===== config.mk =====
export PLATFORM = sky130hd
export DESIGN_NAME = ftpg_queue
export DESIGN_NICKNAME = d
export VERILOG_FILES = /design/src/rtl/ftpg_pkg.sv /design/src/rtl/ftpg_queue.sv
export SDC_FILE = /design/constraint.sdc
export NUM_CORES = 1
export LEC_CHECK = 0
export BUFFER_PORTS_ARGS = -buffer_cell sky130_fd_sc_hd__buf_2
export CORE_AREA = 5 5 82 84
export CTS_BUF_LIST = sky130_fd_sc_hd__clkbuf_16
export DETAILED_ROUTE_END_ITERATION = 10
export DIE_AREA = 0 0 87 89
export PLACE_DENSITY = 0.79
export SYNTH_ARGS = -nofsm -noshare
export SYNTH_HDL_FRONTEND = slang
export SYNTH_SLANG_ARGS = --single-unit

===== constraint.sdc =====
create_clock -name clock -period 4.7 [get_ports clock]
set_input_delay 0.705 -clock clock [delete_from_list [all_inputs] [get_ports clock]]
set_output_delay 0.705 -clock clock [all_outputs]
set_load 0.05 [all_outputs]

===== src/rtl/ftpg_pkg.sv =====
// shared types, constants and helpers for the falling trail pixel generator
`timescale 1ns / 1ps

package ftpg_pkg;

   // defaults of the top-level parameters
   localparam int MAX_TRAILS_DEF = 128;
   localparam int MAX_TAIL_DEF   = 64;

   // field widths
   localparam int COL_W   = 8;
   localparam int ROW_W   = 11;
   localparam int TAIL_W  = 7;
   localparam int SPEED_W = 16;
   localparam int DIM_W   = 9;
   localparam int INTEN_W = 8;

   localparam logic [INTEN_W-1:0] FULL_INTENSITY = 8'd255;

   // depth of the job queue between front and back
   localparam int QUEUE_DEPTH = 2;

   // item actions
   localparam logic ACT_LOAD = 1'b0;
   localparam logic ACT_STEP = 1'b1;

   // register select (address bit 2)
   localparam logic REG_WIDTH  = 1'b0;
   localparam logic REG_HEIGHT = 1'b1;

   localparam logic [DIM_W-1:0] WIDTH_RESET  = 9'd64;
   localparam logic [DIM_W-1:0] HEIGHT_RESET = 9'd64;
   localparam logic [DIM_W-1:0] DIM_MAX      = 9'd256;

   // one trail table entry
   typedef struct packed {
      logic [COL_W-1:0]          col;
      logic signed [ROW_W-1:0]   row;
      logic [TAIL_W-1:0]         tail;
      logic [SPEED_W-1:0]        speed;
   } entry_type;

   // work handed from front to back: advanced trail plus intensity step
   typedef struct packed {
      logic [COL_W-1:0]          col;
      logic signed [ROW_W-1:0]   row;
      logic [TAIL_W-1:0]         tail;
      logic [INTEN_W-1:0]        step_q;
      logic [TAIL_W-1:0]         step_r;
   } job_type;

   // clamp a panel dimension to 256, zero optionally read as one
   function automatic logic [DIM_W-1:0] clamp_dim(logic [DIM_W-1:0] v, logic zero_as_one);
      logic [DIM_W-1:0] r;
      r = v;
      if (v > DIM_MAX) begin
         r = DIM_MAX;
      end else if (v == '0) begin
         r = zero_as_one ? DIM_W'(1) : '0;
      end
      return r;
   endfunction

endpackage


===== src/rtl/ftpg_queue.sv =====
// short job queue between front and back
`timescale 1ns / 1ps

module ftpg_queue (
   input  logic              clock,
   input  logic              reset,
   input  logic              wr_valid,
   output logic              wr_ready,
   input  ftpg_pkg::job_type wr_data,
   output logic              rd_valid,
   input  logic              rd_ready,
   output ftpg_pkg::job_type rd_data
);
   import ftpg_pkg::*;

   localparam int PTR_W = (QUEUE_DEPTH > 1) ? $clog2(QUEUE_DEPTH) : 1;
   localparam int CNT_W = $clog2(QUEUE_DEPTH + 1);

   job_type          slot_ff [QUEUE_DEPTH];
   logic [PTR_W-1:0] wr_ptr_ff, wr_ptr_in;
   logic [PTR_W-1:0] rd_ptr_ff, rd_ptr_in;
   logic [CNT_W-1:0] count_ff, count_in;
   logic             do_wr, do_rd;

   assign wr_ready = (count_ff != CNT_W'(QUEUE_DEPTH));
   assign rd_valid = (count_ff != '0);
   assign rd_data  = slot_ff[rd_ptr_ff];
   assign do_wr    = wr_valid && wr_ready;
   assign do_rd    = rd_valid && rd_ready;

   // pointer and fill count
   always_comb begin
      wr_ptr_in = wr_ptr_ff;
      rd_ptr_in = rd_ptr_ff;
      count_in  = count_ff;
      if (do_wr) begin
         wr_ptr_in = (wr_ptr_ff == PTR_W'(QUEUE_DEPTH - 1)) ? '0 : wr_ptr_ff + 1'b1;
      end
      if (do_rd) begin
         rd_ptr_in = (rd_ptr_ff == PTR_W'(QUEUE_DEPTH - 1)) ? '0 : rd_ptr_ff + 1'b1;
      end
      if (do_wr && !do_rd) begin
         count_in = count_ff + 1'b1;
      end else if (do_rd && !do_wr) begin
         count_in = count_ff - 1'b1;
      end
   end

   always_ff @(posedge clock) begin
      if (reset) begin
         wr_ptr_ff <= '0;
         rd_ptr_ff <= '0;
         count_ff  <= '0;
      end else begin
         wr_ptr_ff <= wr_ptr_in;
         rd_ptr_ff <= rd_ptr_in;
         count_ff  <= count_in;
      end
   end

   // storage
   always_ff @(posedge clock) begin
      if (do_wr) begin
         slot_ff[wr_ptr_ff] <= wr_data;
      end
   end

endmodule


==> impl_metrics.env <==
export IMPL_synth_cell_types=18
export IMPL_vias=1647
export IMPL_cts_resized=0
export IMPL_status="complete, no violations"
export IMPL_diodes=0
export IMPL_htree_levels=3
export IMPL_fin_crit_sh=0.568
export IMPL_dieWidth_um=87
export IMPL_path_clk_slew_ns=0.06
export IMPL_routed_via_density=5.05
export IMPL_arrival_ns=1.97
export IMPL_synth_area_leaders="edfxtp_1 78%, mux2_2 13%, dfxtp_1 3.2%, mux2_1 1.1%, xor2_1 0.83%"
export IMPL_syn_area_um2=3170
export IMPL_hold_viol=0
export IMPL_num_io_pins=88
export IMPL_gp_congestion=0.743
export IMPL_maxSlewViolCount=0
export IMPL_multi_input_area_um2=582
export IMPL_synth_top_area_cell="edfxtp_1"
export IMPL_cts_hold_buf=0
export IMPL_wl_per_cell_um=17.1
export IMPL_gr_max_usage_layer="met2"
export IMPL_worstSetupStartpointType="flop"
export IMPL_area_growth_pct=25.1
export IMPL_synth_warnings=0
export IMPL_holdCritStartpoint="rd_ptr_ff$_SDFFE_PP0P_"
export IMPL_cts_tree="built"
export IMPL_peakVddDrop_uv=464
export IMPL_final_core_util=0.678
export IMPL_io_buffers=87
export IMPL_endpoint_kind="output pin"
export IMPL_yosysSeqAreaShare=0.808
export IMPL_hold_worst_slack_ns=0.520
export IMPL_remaining_drc_errors=0
export IMPL_post_cts_setup_buffers=0
export IMPL_finalSetupTns_ns=0
export IMPL_syn_area_per_cell_um2=20.9
export IMPL_power_leakage_uw=0.00151
export IMPL_timing_rr_start="count_ff[0]$_SDFFE_PP0P_"
export IMPL_synth_top_area_share=0.776
export IMPL_nFillCells=412
export IMPL_maxCapViolations=0
export IMPL_met1_usage=0.187
export IMPL_cts_root_buf="clkbuf_16"
export IMPL_grt_pass1_wl_mm=8.62
export IMPL_cts_buffers=9
export IMPL_cp_max_fo=41
export IMPL_fmax_mhz=374
export IMPL_holdCritPathClass="reg2reg"
export IMPL_drive_above_1_share=0.570
export IMPL_die_area_um2=7740
export IMPL_syn_num_nets=198
export IMPL_fin_nets=292
export IMPL_grt_max_degree=42
export IMPL_syn_instance_count=152
export IMPL_tightest_slew_ns=0.987
export IMPL_ys_ff_latch=87
export IMPL_path_class="reg2out"
export IMPL_layout_min_cycle_time_ns=2.67
export IMPL_r2r_cells=2
export IMPL_fp_dieH_um=89
export IMPL_total_power_uw=2530
export IMPL_antenna_found_initial=0
export IMPL_grt_ovfl_total=0
export IMPL_use_met2=0.255
export IMPL_clock_path_buffers=2
export IMPL_start_util=0.542
export IMPL_setup_viol=0
export IMPL_rsz0062_at_grt="no"
export IMPL_num_rows=28
export IMPL_dpl_hpwl_mm=3.66
export IMPL_ant_nets=0
export IMPL_fp_coreArea_um2=5850
export IMPL_seq_area_um2=2560
export IMPL_whs_path_depth=2
export IMPL_relSlewSlack=0.342
export IMPL_firstDrtPassIters=4
export IMPL_first_iter_violations=130
export IMPL_skew_ns=0.00611
export IMPL_clk_latency_ns=0.32
export IMPL_cts_sinks=87
export IMPL_gr_usage_met3=0.0341
export IMPL_drt_total_wl_mm=5.56
export IMPL_track_usage=0.151
export IMPL_power_density_nw_per_um2=638
export IMPL_grt_pass1_vias=1797
export IMPL_crit_required_ns=3.99
[report_power, final]
group / internal (µW) / leakage (µW) / switching (µW)
clock network: 403 / 0.000145 / 257
registers: 972 / 0.000807 / 76.6
logic: 236 / 0.000553 / 586
[synth_stat cells]
cell and count:
mux2_2 38, ha_1 1, xor2_1 3, and3_1 1, o21ai_0 2, and2_1 1
nor2_1 3, or3_1 1, buf_2 5, inv_1 1, edfxtp_1 82, a21oi_1 2
dfxtp_1 5, or2_2 1, nand3b_1 1, a21bo_2 1, nand2b_1 1, mux2_1 3
[metrics by stage]
step	instances	setup slack, ns	instance area [µm²]
finish	326	2.03	3970
global route	326	1.93	3970
CTS	326	1.99	3970
detailed placement	310	2.34	3690
global placement	310	2.34	3690
floorplan	152	2.28	3170
[flip-flops by register name, summed over array words and instances, names as in the netlist, named ones only]
signal     cells
slot_ff       82
count_ff       2
rd_ptr_ff      1
wr_ptr_ff      1
[cells in the final DEF, fill, tap and decap left out, drive strengths merged, types with 2 or more instances in the layout]
master  count
a21oi       2
buf        88
clkbuf      9
clkinv      6
dfxtp       5
edfxtp     82
mux2       41
nor2        3
o21ai       2
xor2        3
[worst max-delay path, cell delays in order, from the launching register on]
cell and delay, ns:
dfxtp_2 0.98, mux2_2 0.43, buf_2 0.21
[layout make-up]
type,count,area share
sequential,87,0.646
multi-input combinational,59,0.147
timing repair buffer,88,0.112
clock buffer,9,0.0568
tap,75,0.0237
clock inverter,7,0.0142
inverter,1,0.000946
[cell families (layout without fill, tap and decap cells)]
logic type,count (synthesis),after routing,synth area share
XOR/XNOR,3,3,0.00829
multiplexers,41,41,0.146
buffers and inverters,6,105,0.00907
AO/OA/AOI/OAI,5,5,0.00947
adder cells (fa/ha/maj),1,1,0.00394
AND/OR/NAND/NOR,9,9,0.0158
flip-flops,87,87,0.808
[path summary, 6_finish.rpt]
| path | slack [ns] | endpoint |
|---|---|---|
| min reg2reg | 0.52 | flop |
| max reg2reg | 2.82 | slot_ff[1][26]$_DFFE_PP_ |
| min | 0.52 | flop |
| max | 2.03 | rd_data[14] |
[layer usage]
metal / up-vias / part of all wire
li1: 780 / -
met4: 0 / 0.015
met2: 54 / 0.51
met3: 8 / 0.051
met5: - / 0
met1: 805 / 0.42
Note: power is estimated with default switching activity, not from simulation.
