$ cat src/rtl/ftpg_pkg.sv
// shared types, constants and helpers for the falling trail pixel generator
`timescale 1ns / 1ps

package ftpg_pkg;

   // defaults of the top-level parameters
   localparam int MAX_TRAILS_DEF = 128;
   localparam int MAX_TAIL_DEF   = 64;

   // field widths
   localparam int COL_W   = 8;
   localparam int ROW_W   = 11;
   localparam int TAIL_W  = 7;
   localparam int SPEED_W = 16;
   localparam int DIM_W   = 9;
   localparam int INTEN_W = 8;

   localparam logic [INTEN_W-1:0] FULL_INTENSITY = 8'd255;

   // depth of the job queue between front and back
   localparam int QUEUE_DEPTH = 2;

   // item actions
   localparam logic ACT_LOAD = 1'b0;
   localparam logic ACT_STEP = 1'b1;

   // register select (address bit 2)
   localparam logic REG_WIDTH  = 1'b0;
   localparam logic REG_HEIGHT = 1'b1;

   localparam logic [DIM_W-1:0] WIDTH_RESET  = 9'd64;
   localparam logic [DIM_W-1:0] HEIGHT_RESET = 9'd64;
   localparam logic [DIM_W-1:0] DIM_MAX      = 9'd256;

   // one trail table entry
   typedef struct packed {
      logic [COL_W-1:0]          col;
      logic signed [ROW_W-1:0]   row;
      logic [TAIL_W-1:0]         tail;
      logic [SPEED_W-1:0]        speed;
   } entry_type;

   // work handed from front to back: advanced trail plus intensity step
   typedef struct packed {
      logic [COL_W-1:0]          col;
      logic signed [ROW_W-1:0]   row;
      logic [TAIL_W-1:0]         tail;
      logic [INTEN_W-1:0]        step_q;
      logic [TAIL_W-1:0]         step_r;
   } job_type;

   // clamp a panel dimension to 256, zero optionally read as one
   function automatic logic [DIM_W-1:0] clamp_dim(logic [DIM_W-1:0] v, logic zero_as_one);
      logic [DIM_W-1:0] r;
      r = v;
      if (v > DIM_MAX) begin
         r = DIM_MAX;
      end else if (v == '0) begin
         r = zero_as_one ? DIM_W'(1) : '0;
      end
      return r;
   endfunction

endpackage

$ cat src/rtl/ftpg_back.sv
// back end: walks the tail, fades intensity, emits visible pixels
`timescale 1ns / 1ps

module ftpg_back (
   input  logic                         clock,
   input  logic                         reset,
   input  logic                         job_valid,
   output logic                         job_ready,
   input  ftpg_pkg::job_type            job,
   input  logic [ftpg_pkg::DIM_W-1:0]   height_eff,
   output logic                         empty,
   input  logic                         pop,
   output logic [ftpg_pkg::COL_W-1:0]   pixel_column,
   output logic [7:0]                   pixel_row,
   output logic [ftpg_pkg::INTEN_W-1:0] pixel_intensity,
   output logic                         last_pixel
);
   import ftpg_pkg::*;

   typedef enum logic [1:0] {
      B_IDLE = 2'b01,
      B_RUN  = 2'b10
   } back_state_type;

   back_state_type state_ff, state_in;

   logic [COL_W-1:0]   col_ff, col_in;
   logic [ROW_W-2:0]   row_ff, row_in;
   logic [TAIL_W-1:0]  tail_ff, tail_in;
   logic [INTEN_W-1:0] a_ff, a_in;
   logic [TAIL_W-1:0]  b_ff, b_in;
   logic [TAIL_W-1:0]  j_ff, j_in;
   logic [TAIL_W-1:0]  end_ff, end_in;
   logic [INTEN_W-1:0] q_ff, q_in;
   logic [TAIL_W-1:0]  r_ff, r_in;

   logic               out_valid_ff, out_valid_in;
   logic [COL_W-1:0]   out_col_ff, out_col_in;
   logic [7:0]         out_row_ff, out_row_in;
   logic [INTEN_W-1:0] out_inten_ff, out_inten_in;
   logic               out_last_ff, out_last_in;

   logic               take, out_free, emit;
   logic [TAIL_W-1:0]  tail_m1;
   logic [ROW_W-2:0]   y;
   logic               visible, at_end;
   logic signed [TAIL_W:0] r_diff;

   assign job_ready = (state_ff == B_IDLE);
   assign take      = job_valid && job_ready;
   assign out_free  = !out_valid_ff || pop;
   assign tail_m1   = job.tail - 1'b1;

   // current tail position
   always_comb begin
      y       = row_ff - {3'd0, j_ff};
      visible = ({1'b0, y} < {2'd0, height_eff});
      at_end  = (j_ff == end_ff);
      emit    = (state_ff == B_RUN) && out_free && visible;
      r_diff  = $signed({1'b0, r_ff}) - $signed({1'b0, b_ff});
   end

   // walk sequencer; intensity kept as quotient and remainder of 255*(tail-j)/tail
   always_comb begin
      state_in = state_ff;
      col_in   = col_ff;
      row_in   = row_ff;
      tail_in  = tail_ff;
      a_in     = a_ff;
      b_in     = b_ff;
      j_in     = j_ff;
      end_in   = end_ff;
      q_in     = q_ff;
      r_in     = r_ff;
      case (state_ff)
         B_IDLE: begin
            // a head above the panel lights nothing
            if (take && !job.row[ROW_W-1]) begin
               col_in   = job.col;
               row_in   = job.row[ROW_W-2:0];
               tail_in  = job.tail;
               a_in     = job.step_q;
               b_in     = job.step_r;
               j_in     = '0;
               q_in     = FULL_INTENSITY;
               r_in     = '0;
               end_in   = ({4'd0, tail_m1} <= job.row) ? tail_m1 : job.row[TAIL_W-1:0];
               state_in = B_RUN;
            end
         end
         B_RUN: begin
            if (out_free) begin
               j_in = j_ff + 1'b1;
               if (r_diff < 0) begin
                  r_in = TAIL_W'(r_diff + $signed({1'b0, tail_ff}));
                  q_in = q_ff - a_ff - 1'b1;
               end else begin
                  r_in = r_diff[TAIL_W-1:0];
                  q_in = q_ff - a_ff;
               end
               if (at_end) begin
                  state_in = B_IDLE;
               end
            end
         end
         default: begin
            state_in = B_IDLE;
         end
      endcase
   end

   // output register
   always_comb begin
      out_valid_in = out_valid_ff;
      out_col_in   = out_col_ff;
      out_row_in   = out_row_ff;
      out_inten_in = out_inten_ff;
      out_last_in  = out_last_ff;
      if (emit) begin
         out_valid_in = 1'b1;
         out_col_in   = col_ff;
         out_row_in   = y[7:0];
         out_inten_in = q_ff;
         out_last_in  = at_end;
      end else if (pop) begin
         out_valid_in = 1'b0;
      end
   end

   always_ff @(posedge clock) begin
      if (reset) begin
         state_ff     <= B_IDLE;
         out_valid_ff <= 1'b0;
      end else begin
         state_ff     <= state_in;
         out_valid_ff <= out_valid_in;
      end
   end

   always_ff @(posedge clock) begin
      col_ff       <= col_in;
      row_ff       <= row_in;
      tail_ff      <= tail_in;
      a_ff         <= a_in;
      b_ff         <= b_in;
      j_ff         <= j_in;
      end_ff       <= end_in;
      q_ff         <= q_in;
      r_ff         <= r_in;
      out_col_ff   <= out_col_in;
      out_row_ff   <= out_row_in;
      out_inten_ff <= out_inten_in;
      out_last_ff  <= out_last_in;
   end

   assign empty           = !out_valid_ff;
   assign pixel_column    = out_col_ff;
   assign pixel_row       = out_row_ff;
   assign pixel_intensity = out_inten_ff;
   assign last_pixel      = out_last_ff;

endmodule

$ cat config.mk
export PLATFORM = sky130hd
export DESIGN_NAME = ftpg_back
export DESIGN_NICKNAME = d
export VERILOG_FILES = /design/src/rtl/ftpg_pkg.sv /design/src/rtl/ftpg_back.sv
export SDC_FILE = /design/constraint.sdc
export NUM_CORES = 1
export LEC_CHECK = 0
export BUFFER_PORTS_ARGS = -buffer_cell sky130_fd_sc_hd__buf_2
export CORE_MARGIN = 4
export CORE_UTILIZATION = 40
export CTS_CLUSTER_SIZE = 20
export DETAILED_ROUTE_END_ITERATION = 8
export PLACE_DENSITY_LB_ADDON = 0.05
export SYNTH_ARGS = -nofsm -noshare
export SYNTH_HDL_FRONTEND = slang
export SYNTH_SLANG_ARGS = --single-unit
$ cat constraint.sdc
create_clock -name clock -period 4.2 [get_ports clock]
set_clock_uncertainty 0.15 [all_clocks]
set_input_delay 0.63 -clock clock [delete_from_list [all_inputs] [get_ports clock]]
set_output_delay 0.63 -clock clock [all_outputs]
set_load 0.05 [all_outputs]
==> results.py, run 1 <==
metrics = {
    "status": {
        "outcome": "finished clean",
    },
    "sta": {
        "worstMarginPinSlew_ns": 0.9857,
        "slew_viol_final": 0,
        "finalSetupViolations": 0,
        "fin_hold_ws_ns": 0.2752,
        "fin_crit_sh": 0.8905,
        "setup_tns_ns": 0,
        "finalHoldViolations": 0,
        "rsz0062_at_grt": "false",
        "fmax_ghz": 0.2674,
        "period_needed_ns": 3.740,
        "maxSlewHeadroom": 0.3429,
    },
    "detailed_routing": {
        "drt_pass1_iterations": 4,
        "drc": 0,
        "drt.antenna.violating_nets": 0,
        "dr_total_vias": 3288,
        "drt_iter0_markers": 173,
        "wirelength_um": 10100,
        "post_drt_wl_per_cell_um": 14.68,
        "vias_per_cell": 4.779,
    },
    "cts": {
        "root_buffer": "clkbuf_16",
        "htreeDepth": 3,
        "clk_pin_slew_ns": 0.07,
        "cts_buffer_depth": 2,
        "hold_buffers": 0,
        "numClockSinks": 97,
        "cts-resized-gates": 0,
        "post_cts.repair.setup_buffers": 0,
        "cts_tree": "yes",
        "clk_latency_ns": 0.35,
        "cts_made_buffers": 9,
    },
    "synthesis": {
        "ys.flop_type": "edfxtp_1",
        "synthXorXnorAreaFrac": 0.07643,
        "avgSynthCellArea_um2": 12.35,
        "yosys.area_share.simple": 0.08697,
        "ys_seq_area_frac": 0.5520,
        "async_flop_share": 0,
        "synth_top_area_share": 0.5405,
        "netlist_area_um2": 5223,
        "synth-seq-cells": 97,
        "synthesis.nets": 527,
        "synth_adder_area_share": 0.1255,
        "ys_top_cells_by_area": "edfxtp_1, ha_1, xnor2_1",
        "syn_inst": 423,
        "synthMuxAreaShare": 0.02108,
        "synth_warnings": 0,
        "synth_top_family_by_area": "adder cells",
        "synthDistinctLibCells": 46,
        "yosysTopAreaCell": "edfxtp_1",
        "synth_edf_count": 94,
        "synth_compound_area_frac": 0.09344,
    },
    "finish": {
        "n_antenna_cell": 0,
        "layout-drive-gt1-share": 0.2190,
        "final_nets": 615,
        "instances_no_fill": 688,
        "areaGrowthSynthToFinish_pct": 17.42,
        "design_area_um2": 6132,
    },
    "global_routing": {
        "grt_overflow": 0,
        "grt_pass1_wl_um": 16680,
        "grt_max_degree": 49,
        "grt_pass1_vias": 3345,
        "track_usage": 0.1464,
        "antenna_found_initial": 0,
    },
    "pwr": {
        "finalPower_mw": 2.238,
        "leakage_nw": 2.508,
        "ir_worst_vdd_uv": 231.0,
        "powerDensity_nw_per_um2": 365.0,
    },
    "die": {
        "floorplan.initialDensity": 0.4105,
        "rows": 41,
        "io_pins": 81,
        "fp.dieH_um": 122.3,
        "dieArea_um2": 14950,
        "die_width_um": 122.3,
        "core_area_um2": 12720,
    },
    "placement": {
        "post-place-cells": 672,
        "dp_hpwl_um": 7762,
        "dpl_cell_area_um2": 5847,
        "gp_congestion": 0.7820,
        "port_buffers": 80,
    },
    "worst_hold_path": {
        "hold_depth": 0,
        "holdCritPathClass": "reg2reg",
    },
    "setup_path": {
        "reg2regPathDepth": 16,
        "path_max_fanout": 25,
        "max_stage_delay_ns": 0.46,
        "crit_path_cell_trace": "ha_1 > inv_1 > fa_1 > nand2_1 > nand2_1 > a21oi_1 > o21bai_1 > a21oi_1 > xnor2_1 > ha_1 > a211o_1 > a211oi_1 > a211o_1 > o2111ai_1 > nor2b_2 > buf_12",
        "start_kind": "register",
        "worstPathRequired_ns": 4.10,
        "worstPathArrival_ns": 3.65,
        "crit_path_top_delay_cell": "edfxtp_1",
        "worst_setup_path_end_kind": "register",
        "worstSetupPathType": "reg2reg",
    },
    "job": {
        "cap_violations": 0,
    },
}
## flip-flops by register name, indices dropped and copies added, names as in the netlist, 2 cells and up
name and cells:
pixel_row 8, a_ff 8, r_ff 7, col_ff 8
row_ff 10, pixel_column 8, end_ff 7, pixel_intensity 8
j_ff 7, q_ff 8, b_ff 7, tail_ff 7
state_ff 2
## Yosys cell counts, drive strengths merged (3+ instances only)
cell type,n
a211oi,7
ha,46
edfxtp,94
nand3,10
o21a,3
clkbuf,4
a21o,10
nand2b,5
xor2,14
nand2,21
xnor2,29
inv,56
nor2,25
dfxtp,3
fa,4
o21bai,6
nor4,3
nor3,5
a21oi,31
mux2,6
nand4,5
o21ai,12
nor2b,4
## layout by cell type, fill, tap and decap left out, types with 2 or more instances in the layout
| cell type | count |
|---|---|
| a211o_1 | 2 |
| clkbuf_16 | 9 |
| and3_1 | 2 |
| o21ai_0 | 5 |
| nor3_1 | 5 |
| xnor2_1 | 29 |
| o21bai_1 | 6 |
| a21o_1 | 10 |
| mux2i_1 | 2 |
| o21ai_1 | 6 |
| nor2_1 | 25 |
| nor2b_1 | 3 |
| nand4_1 | 4 |
| a21oi_1 | 30 |
| nand3b_1 | 2 |
| buf_2 | 80 |
| ha_1 | 46 |
| fa_1 | 4 |
| nand2_1 | 21 |
| nor4_1 | 2 |
| inv_1 | 55 |
| edfxtp_1 | 94 |
| dfxtp_1 | 3 |
| nand3_1 | 10 |
| mux2_4 | 6 |
| xor2_1 | 14 |
| a211oi_1 | 7 |
| inv_6 | 5 |
| nand2b_1 | 4 |
| o21a_1 | 3 |
## metal layers
| metal | global-route usage | part of all wire |
|---|---|---|
| met1 | 0.1826 | 0.46 |
| met2 | 0.2446 | 0.48 |
| met4 | 0.04759 | 0.015 |
| met3 | 0.04332 | 0.046 |
| met5 | 0 | 0 |
## path summary, 6_finish.rpt
kind / slack [ns] / to / start
hold reg to reg: 0.28 / pixel_column[2]$_DFFE_PP_ / col_ff[2]$_DFFE_PP_
setup / recovery: 0.46 / pixel_intensity[2]$_DFFE_PP_ / j_ff[0]$_SDFFCE_PN0P_
setup reg to reg: 0.46 / pixel_intensity[2]$_DFFE_PP_ / j_ff[0]$_SDFFCE_PN0P_
hold / removal: 0.28 / pixel_column[2]$_DFFE_PP_ / col_ff[2]$_DFFE_PP_
## cells by family after synthesis
group	count (synthesis)
XOR/XNOR	44
adder cells (fa/ha/maj)	50
AO/OA/AOI/OAI	75
AND/OR/NAND/NOR	88
buffers and inverters	61
flip-flops	97
multiplexers	8
## metrics by stage
stage	utilization	setup WS [ns]
final	0.4820	0.4599
after global routing	0.4820	0.1747
after CTS	0.4820	0.4321
after detailed placement	0.4596	0.4589
after global placement	0.4596	0.5576
after floorplan	-	0.3278
## layout make-up
cell class                 instances  area (µm²)
clock inverter                     7       60.06
tap                              172       215.2
timing repair buffer              82       427.9
multi-input combinational        265        2111
sequential                        97        2883
inverter                          56       210.2
fill                            1256        6590
clock buffer                       9       225.2
## power by group
group | switching (mW) | internal (mW)
Sequential | 0.0132 | 1.10
Combinational | 0.187 | 0.146
Clock | 0.382 | 0.413
## worst max-delay path: cells and delay by family (launching register included)
family                   cells  cell delay [ns]
buffers and inverters        2             0.26
AND/OR/NAND/NOR              3             0.32
XOR/XNOR                     1             0.12
flip-flops                   1             0.46
AO/OA/AOI/OAI                7             1.33
adder cells (fa/ha/maj)      3             0.79
Power figures use the tool's default switching activity.
==> run 2: changes to the inputs <==
Settings changed: PLACE_DENSITY set to 0.73, PLACE_DENSITY_LB_ADDON 0.05 to unset.
==> results.py, run 2 (same netlist as run 1, synthesis figures left out) <==
metrics = {
    "detailed_routing": {
        "drc": 0,
        "drt-met1-wl_um": 4375,
        "top_layer": "met4",
        "wl_met2_um": 4711,
        "drt_pass1_iterations": 4,
        "wirelength_um": 9841,
        "vias_per_cell": 4.922,
        "post_drt_wl_per_cell_um": 14.30,
        "drt.antenna.violating_nets": 0,
        "drt_iter0_markers": 218,
        "dr_total_vias": 3386,
        "wl_met3_um": 515,
    },
    "finish": {
        "mostFrequentLayoutCell": "edfxtp_1",
        "largest_reg_flops": 10,
        "n_antenna_cell": 0,
        "top_register": "row_ff",
        "areaGrowthSynthToFinish_pct": 17.99,
        "layout-drive-gt1-share": 0.2190,
        "nFillCells": 1118,
        "final_core_util": 0.4844,
        "most-common-layout-cells": "edfxtp_1, buf_2, inv_1",
        "final_nets": 615,
    },
    "global_routing": {
        "grt_max_degree": 49,
        "grt_pass1_wl_um": 15880,
        "grt_pass1_vias": 3450,
        "grt_overflow": 0,
        "antenna_found_initial": 0,
        "track_usage": 0.1360,
    },
    "die": {
        "core_area_um2": 12720,
        "dieArea_um2": 14950,
        "fp.dieH_um": 122.3,
        "floorplan.initialDensity": 0.4105,
        "io_pins": 81,
        "die_width_um": 122.3,
        "rows": 41,
    },
    "setup_path": {
        "worstPathArrival_ns": 3.78,
        "crit_path_top_delay_cell": "edfxtp_1",
        "reg2regPathDepth": 16,
        "r2r-start": "j_ff[0]$_SDFFCE_PN0P_",
        "critPathLaunch": "j_ff[0]$_SDFFCE_PN0P_",
        "crit_path_cell_trace": "ha_1 > inv_1 > fa_1 > nand2_1 > nand2_1 > a21oi_1 > o21bai_1 > a21oi_1 > xnor2_1 > ha_1 > a211o_1 > a211oi_1 > a211o_1 > o2111ai_1 > nor2b_2 > buf_4",
        "critPathCapture": "pixel_row[1]$_DFFE_PP_",
        "worstReg2RegEnd": "pixel_row[1]$_DFFE_PP_",
        "worstPathRequired_ns": 4.06,
        "worstSetupPathType": "reg2reg",
        "max_stage_delay_ns": 0.46,
        "start_kind": "register",
        "path_max_fanout": 25,
        "reg2reg_slack_ns": 0.29,
        "worst_setup_path_end_kind": "register",
    },
    "cts": {
        "clk_pin_slew_ns": 0.07,
        "cts-resized-gates": 0,
        "htreeDepth": 3,
        "post_cts.repair.setup_buffers": 0,
        "cts_buffer_depth": 2,
        "cts_tree": "yes",
        "root_buffer": "clkbuf_16",
        "cts_made_buffers": 9,
        "numClockSinks": 97,
        "clk_latency_ns": 0.35,
        "hold_buffers": 0,
    },
    "sta": {
        "fin_crit_sh": 0.9317,
        "finalHoldViolations": 0,
        "slew_viol_final": 0,
        "fin_hold_ws_ns": 0.2701,
        "rsz0062_at_grt": "false",
        "finalSetupViolations": 0,
        "setup_ws_ns": 0.2869,
        "setup_tns_ns": 0,
        "fmax_ghz": 0.2556,
        "period_needed_ns": 3.913,
        "maxSlewHeadroom": 0.3825,
        "worstMarginPinSlew_ns": 0.9263,
    },
    "pwr": {
        "leakage_nw": 2.523,
        "powerDensity_nw_per_um2": 380.3,
        "ir_worst_vdd_uv": 251.7,
    },
    "placement": {
        "port_buffers": 80,
        "gp_congestion": 0.8472,
        "dp_hpwl_um": 7517,
        "dp_slack_ns": 0.2928,
    },
    "job": {
        "cap_violations": 0,
    },
    "worst_hold_path": {
        "worstHoldStart": "col_ff[4]$_DFFE_PP_",
        "holdCritPathClass": "reg2reg",
    },
    "status": {
        "outcome": "finished clean",
    },
}
==> run 2: cell count changes in the layout (fill, tap and decap cells not counted), sizes merged <==
cell,previous run,this run
bufinv,0,2
clkinvlp,1,2
clkbuf,9,10
inv,61,57
==> run 2: power by group <==
| group | internal [mW] | switching (mW) |
|---|---|---|
| Combinational | 0.146 | 0.189 |
| Sequential | 1.10 | 0.0138 |
| Clock | 0.539 | 0.358 |
==> run 2: worst min-delay path by stage <==
stage                                      endpoint  cells after the start
final                     pixel_column[4]$_DFFE_PP_                      0
after global routing      pixel_column[5]$_DFFE_PP_                      0
after CTS                 pixel_column[4]$_DFFE_PP_                      0
after detailed placement  pixel_column[2]$_DFFE_PP_                      0
after global placement    pixel_column[3]$_DFFE_PP_                      0
after floorplan           pixel_column[0]$_DFFE_PP_                      0
==> run 2: stage by stage <==
step | total power, mW | cell area, µm² | std cells
2_1_floorplan | 1.375 | 5225 | 423
3_3_place_gp | 1.451 | 5834 | 672
3_5_place_dp | 1.467 | 5834 | 672
4_1_cts | 2.362 | 6162 | 688
5_1_grt | 2.443 | 6162 | 688
6_report | 2.343 | 6162 | 688
==> run 2: metal layers <==
layer  global-route usage  vias to the layer above
met1               0.1704                     1599
met5                    0                        -
li1                     -                     1686
met3              0.02350                       19
met2               0.2288                       82
met4              0.06508                        0
==> run 2: critical path, delay by kind of cell (launching register included) <==
kind                     cells  cell delay, ns
flip-flops                   1            0.46
AND/OR/NAND/NOR              3            0.27
adder cells (fa/ha/maj)      3            0.78
buffers and inverters        2            0.38
AO/OA/AOI/OAI                7            1.40
XOR/XNOR                     1            0.13
==> run 2: cell type report <==
class	instances	area (µm²)	area share
clock inverters	6	88.84	0.01442
clock buffers	10	239.0	0.03878
inverters	56	210.2	0.03411
multi-input cells	265	2111	0.3425
well taps	172	215.2	0.03492
flip-flops and latches	97	2883	0.4678
repair buffers	82	415.4	0.06741
